[src/rtl/core/gtph_pkg.sv]
// ----------------------------------------------------------------------------
// gtph_pkg
// Shared types and constants for the grid triangle plane height block.
// ----------------------------------------------------------------------------
package gtph_pkg;

    localparam int FRAC_BITS          = 12;
    localparam int CELL_UNITS_DEF     = 16;
    localparam int MAX_SIDE_CELLS_DEF = 32;

    // operation codes (input tuser)
    localparam logic [1:0] OP_QUERY = 2'd0;
    localparam logic [1:0] OP_PLANE = 2'd1;
    localparam logic [1:0] OP_CELL  = 2'd2;
    localparam logic [1:0] OP_NOP   = 2'd3;

    // fault codes (output tuser)
    localparam logic [1:0] FAULT_NONE    = 2'd0;
    localparam logic [1:0] FAULT_OUTSIDE = 2'd1;
    localparam logic [1:0] FAULT_NY_ZERO = 2'd2;

    // register indexes
    localparam logic REG_CELLS = 1'b0;
    localparam logic REG_BASE  = 1'b1;

    localparam int IN_DATA_W  = 168;
    localparam int OUT_DATA_W = 112;

    // divider: 48-bit dividend, 14-bit divisor, two quotient bits per stage
    localparam int DIV_W     = 48;
    localparam int DEN_W     = 14;
    localparam int DIV_STEPS = 2;
    localparam int DIV_STG   = DIV_W / DIV_STEPS;

    typedef struct packed {
        logic signed [13:0] nx;
        logic signed [13:0] ny;
        logic signed [13:0] nz;
        logic signed [31:0] d;
    } t_plane;

    typedef struct packed {
        logic [1:0]         op;
        logic [9:0]         cell_num;
        logic               psel;
        t_plane             plane;
        logic               split;
        logic [31:0]        attr;
        logic signed [22:0] x;
        logic signed [22:0] z;
    } t_item;

    // result fields that ride alongside the divider
    typedef struct packed {
        logic signed [13:0] nx;
        logic signed [13:0] ny;
        logic signed [13:0] nz;
        logic [31:0]        attr;
        logic [1:0]         fault;
        logic               qneg;
    } t_side;

endpackage

[src/rtl/core/gtph_div.sv]
// ----------------------------------------------------------------------------
// gtph_div
// Pipelined unsigned restoring divider, two quotient bits per stage,
// carrying a side payload and a valid bit with every beat.
// ----------------------------------------------------------------------------
module gtph_div (
    input  logic                        i_clk,
    input  logic                        i_rst_n,
    input  logic                        i_en,
    input  logic                        i_valid,
    input  logic [gtph_pkg::DIV_W-1:0]  i_dividend,
    input  logic [gtph_pkg::DEN_W-1:0]  i_divisor,
    input  gtph_pkg::t_side             i_side,
    output logic                        o_valid,
    output logic [gtph_pkg::DIV_W-1:0]  o_quotient,
    output gtph_pkg::t_side             o_side
);
    import gtph_pkg::*;

    logic              r_vld  [DIV_STG];
    logic [DIV_W-1:0]  r_num  [DIV_STG];
    logic [DEN_W-1:0]  r_rem  [DIV_STG];
    logic [DEN_W-1:0]  r_den  [DIV_STG];
    t_side             r_side [DIV_STG];

    logic [DIV_W-1:0]  n_num  [DIV_STG];
    logic [DEN_W-1:0]  n_rem  [DIV_STG];

    // stage inputs: the port for stage 0, the previous register otherwise
    logic [DIV_W-1:0]  w_src_num [DIV_STG];
    logic [DEN_W-1:0]  w_src_rem [DIV_STG];
    logic [DEN_W-1:0]  w_src_den [DIV_STG];

    always_comb begin
        w_src_num[0] = i_dividend;
        w_src_rem[0] = '0;
        w_src_den[0] = i_divisor;
        for (int s = 1; s < DIV_STG; s++) begin
            w_src_num[s] = r_num[s-1];
            w_src_rem[s] = r_rem[s-1];
            w_src_den[s] = r_den[s-1];
        end
    end

    // num shifts left; quotient bits fill in from the bottom
    always_comb begin
        logic [DIV_W-1:0] num;
        logic [DEN_W-1:0] rem;
        logic [DEN_W-1:0] den;
        logic [DEN_W:0]   trial;
        for (int s = 0; s < DIV_STG; s++) begin
            num = w_src_num[s];
            rem = w_src_rem[s];
            den = w_src_den[s];
            for (int k = 0; k < DIV_STEPS; k++) begin
                trial = {rem, num[DIV_W-1]};
                num   = {num[DIV_W-2:0], 1'b0};
                if (trial >= {1'b0, den}) begin
                    trial  = trial - {1'b0, den};
                    num[0] = 1'b1;
                end
                rem = trial[DEN_W-1:0];
            end
            n_num[s] = num;
            n_rem[s] = rem;
        end
    end

    always_ff @(posedge i_clk) begin
        if (!i_rst_n) begin
            for (int s = 0; s < DIV_STG; s++) begin
                r_vld[s] <= 1'b0;
            end
        end else if (i_en) begin
            r_vld[0] <= i_valid;
            for (int s = 1; s < DIV_STG; s++) begin
                r_vld[s] <= r_vld[s-1];
            end
        end
    end

    always_ff @(posedge i_clk) begin
        if (i_en) begin
            r_side[0] <= i_side;
            for (int s = 0; s < DIV_STG; s++) begin
                r_num[s] <= n_num[s];
                r_rem[s] <= n_rem[s];
                r_den[s] <= w_src_den[s];
            end
            for (int s = 1; s < DIV_STG; s++) begin
                r_side[s] <= r_side[s-1];
            end
        end
    end

    assign o_valid    = r_vld[DIV_STG-1];
    assign o_quotient = r_num[DIV_STG-1];
    assign o_side     = r_side[DIV_STG-1];

endmodule

[config.mk]
export PLATFORM = sky130hd
export DESIGN_NAME = gtph_div
export DESIGN_NICKNAME = d
export VERILOG_FILES = /design/src/rtl/core/gtph_pkg.sv /design/src/rtl/core/gtph_div.sv
export SDC_FILE = /design/constraint.sdc
export NUM_CORES = 2
export LEC_CHECK = 0
export BUFFER_PORTS_ARGS = -buffer_cell sky130_fd_sc_hd__buf_2
export CORE_MARGIN = 2
export CORE_UTILIZATION = 25
export CTS_CLUSTER_DIAMETER = 100
export CTS_CLUSTER_SIZE = 10
export DETAILED_ROUTE_END_ITERATION = 10
export PLACE_DENSITY = 0.47
export SETUP_SLACK_MARGIN = 0.2
export SLEW_MARGIN = 20
export SYNTH_ARGS = -nofsm -noshare
export SYNTH_HDL_FRONTEND = slang
export SYNTH_SLANG_ARGS = --single-unit
[constraint.sdc]
create_clock -name i_clk -period 7.2 [get_ports i_clk]
set_input_delay 1.8 -clock i_clk [delete_from_list [all_inputs] [get_ports i_clk]]
set_output_delay 1.8 -clock i_clk [all_outputs]
set_load 0.02 [all_outputs]
==> flow_summary.json <==
{
  "routed_wl_um": 275000,
  "stdcell_count": 17300,
  "end_kind": "flip-flop",
  "multi_input_area_um2": 34200,
  "tns_ns": 0,
  "worstSetupStartpointType": "flip-flop",
  "fin_skew_ns": 0.0828,
  "io_pins": 269,
  "syn_inst": 8865,
  "antenna_found_initial": 11,
  "regArea_um2": 110000,
  "cts-root-buf": "clkbuf_16",
  "avgSynthCellArea_um2": 16.7,
  "final_cell_mix": "edfxtp_1, ha_1, inv_1, a21oi_1, clkbuf_16",
  "clk_latency_ns": 1.01,
  "ys_top_cells_by_area": "edfxtp_1, ha_1, mux2_2",
  "mappedNetlistArea_um2": 148000,
  "hold_path.class": "reg2reg",
  "worstPathMaxFanout": 15,
  "worstPathArrival_ns": 6.97,
  "wl_per_cell_um": 15.9,
  "peakVddDrop_uv": 233,
  "critPathKind": "reg2reg",
  "port_buffers": 268,
  "cts_tree": "done",
  "pre_cts_ws_ns": 0.890,
  "grt_pass1_vias": 76200,
  "std_cell_rows": 282,
  "design_area_um2": 170000,
  "status": "finished clean",
  "reg2reg_slack_ns": 0.91,
  "fin_crit_sh_pct": 87.4,
  "initial_utilization_pct": 25.1,
  "antenna_left": 0,
  "dp_cells": 16800,
  "gp_congestion": 0.822,
  "dieArea_um2": 597000,
  "nets": 10300,
  "ys_seq_area_share_pct": 74.6,
  "critPathRequiredTime_ns": 7.88,
  "synth-edff-count": 3667,
  "synth_top_area_share_pct": 74.6,
  "p_leak_nw": 60.8,
  "setup_slack_ns": 0.906,
  "core_um2": 589000,
  "max_freq_mhz": 159,
  "hpwl_um": 180000,
  "yosys.area.top_type": "edfxtp_1",
  "drt-vias-per-instance": 4.18,
  "period_minus_slack_ns": 6.29,
  "clock_path_buffers": 4,
  "power.density_nw_per_um2": 468,
  "ctsResizeCount": 0,
  "drive_gt1_share_pct": 13.3,
  "dr_total_vias": 72400,
  "worst_slew_pin_slew_ns": 1.07,
  "rsz0062_at_grt": "no",
  "n_fill_cell": 58200,
  "synthesis.nets": 9714,
  "htree_levels": 5,
  "ys_ff_latch": 3668,
  "setup_violations": 0,
  "dr.pass1.iters": 6,
  "drt_iter0_markers": 4467,
  "cts_sinks": 3668,
  "syn_to_final_growth_pct": 15.0,
  "cts_buffers": 414,
  "synthFlopType": "edfxtp_1",
  "clkTransAtPathRegs_ns": 0.06,
  "hold_viol_final": 0,
  "post_dp_cell_area_um2": 159000,
  "finalMaxSlewViolations": 0,
  "grtUsageTotal_pct": 8.92,
  "relSlewSlack_pct": 28.9,
  "postCtsSetupRepairBufs": 0,
  "grt_max_degree": 195,
  "layout_commonest_cell": "edfxtp_1",
  "async_flop_share_pct": 0,
  "drcViolationCount": 0,
  "holdBufCountCts": 0,
  "grt_pass1_wl_um": 431000,
  "grt_overflow_total": 0,
  "ys_warn_count": 0,
  "fin_util_pct": 28.8,
  "maxCapViolations": 0,
  "yosysUniqueCellTypes": 81,
  "fp.dieH_um": 773,
  "dieWidth_um": 773
}
-- synth_stat cells (all sizes together), types with 31 or more instances --
cell       n
a211oi    37
a21o     174
a21oi    481
a31oi     34
and3      54
buf      147
clkbuf    64
edfxtp  3667
fa        46
ha       660
inv      571
mux2     387
mux2i     65
nand2    239
nand2b    68
nand3     83
nand4     76
nor2     401
nor2b    114
nor3     135
nor4      32
o211ai    31
o21a      91
o21ai    304
o21bai    61
o31ai     32
xnor2    356
xor2     109
-- path summary, 6_finish.rpt --
check / start / endpoint / cells after the start
worst min-delay path: r_side[2][248]$_DFFE_PP_ / r_side[2][325]$_DFFE_PP_ / 0
worst max register to register: r_den[2][1]$_DFFE_PP_ / r_rem[2][22]$_DFFE_PP_ / 21
worst max-delay path: r_den[2][1]$_DFFE_PP_ / r_rem[2][22]$_DFFE_PP_ / 21
worst min register to register: r_side[2][248]$_DFFE_PP_ / r_side[2][325]$_DFFE_PP_ / 0
-- power by group --
| part | switching, mW | internal, mW |
|---|---|---|
| sequential | 1.19 | 27.6 |
| clock | 8.06 | 10.5 |
| combinational | 17.1 | 15.1 |
| total | 26.3 | 53.2 |
-- stage by stage --
step	total power, mW	hold WS, ns
floorplan	53.7	0.400
global placement	60.6	0.400
detailed placement	61.3	0.405
CTS	80.7	0.349
global route	85.3	0.360
finish	79.6	0.350
-- cell families after synthesis --
| kind of cell | count (synthesis) | synth area share (%) |
|---|---|---|
| AND/OR/NAND/NOR | 1328 | 4.43 |
| adder cells (fa/ha/maj) | 706 | 6.21 |
| AO/OA/AOI/OAI | 1464 | 6.29 |
| buffers and inverters | 782 | 2.33 |
| XOR/XNOR | 465 | 2.76 |
| flip-flops | 3668 | 74.6 |
| multiplexers | 452 | 3.41 |
-- layer usage --
layer	track usage (%)	up-vias	part of all wire (%)
met5	0	-	0
met4	3.38	0	3.8
met3	1.70	612	4.2
met2	15.0	1380	48
met1	11.4	35700	44
li1	-	34700	-
-- layout make-up --
| type | count | share of cell area (%) |
|---|---|---|
| well taps | 7810 | 5.75 |
| multi-input cells | 4415 | 20.1 |
| repair buffers | 360 | 1.38 |
| inverters | 571 | 1.26 |
| flip-flops and latches | 3668 | 64.8 |
| clock buffers | 436 | 6.25 |
| diodes | 3 | 0.00442 |
| clock inverters | 43 | 0.378 |
-- registers in the layout, indices dropped and copies added (netlist names) --
| register | flops |
|---|---|
| r_den | 322 |
| r_num | 1152 |
| r_rem | 322 |
| r_side | 1848 |
| r_vld | 24 |
-- critical path, cell delays in order, from the launching register on --
cell,delay [ns]
edfxtp_1,0.45
inv_1,0.18
ha_1,0.27
nor2b_1,0.13
o21ai_0,0.20
a21boi_0,0.16
o21ai_0,0.24
a21boi_0,0.12
buf_4,0.16
a221oi_1,0.57
a41o_1,0.51
mux2_2,0.43
inv_1,0.07
ha_1,0.23
nor2b_1,0.13
o21ai_0,0.22
a21oi_1,0.14
o211ai_1,0.34
o21ai_0,0.21
o21ai_0,0.20
and4_1,0.66
mux2_2,0.41
Note: power is estimated with default switching activity, not from simulation.
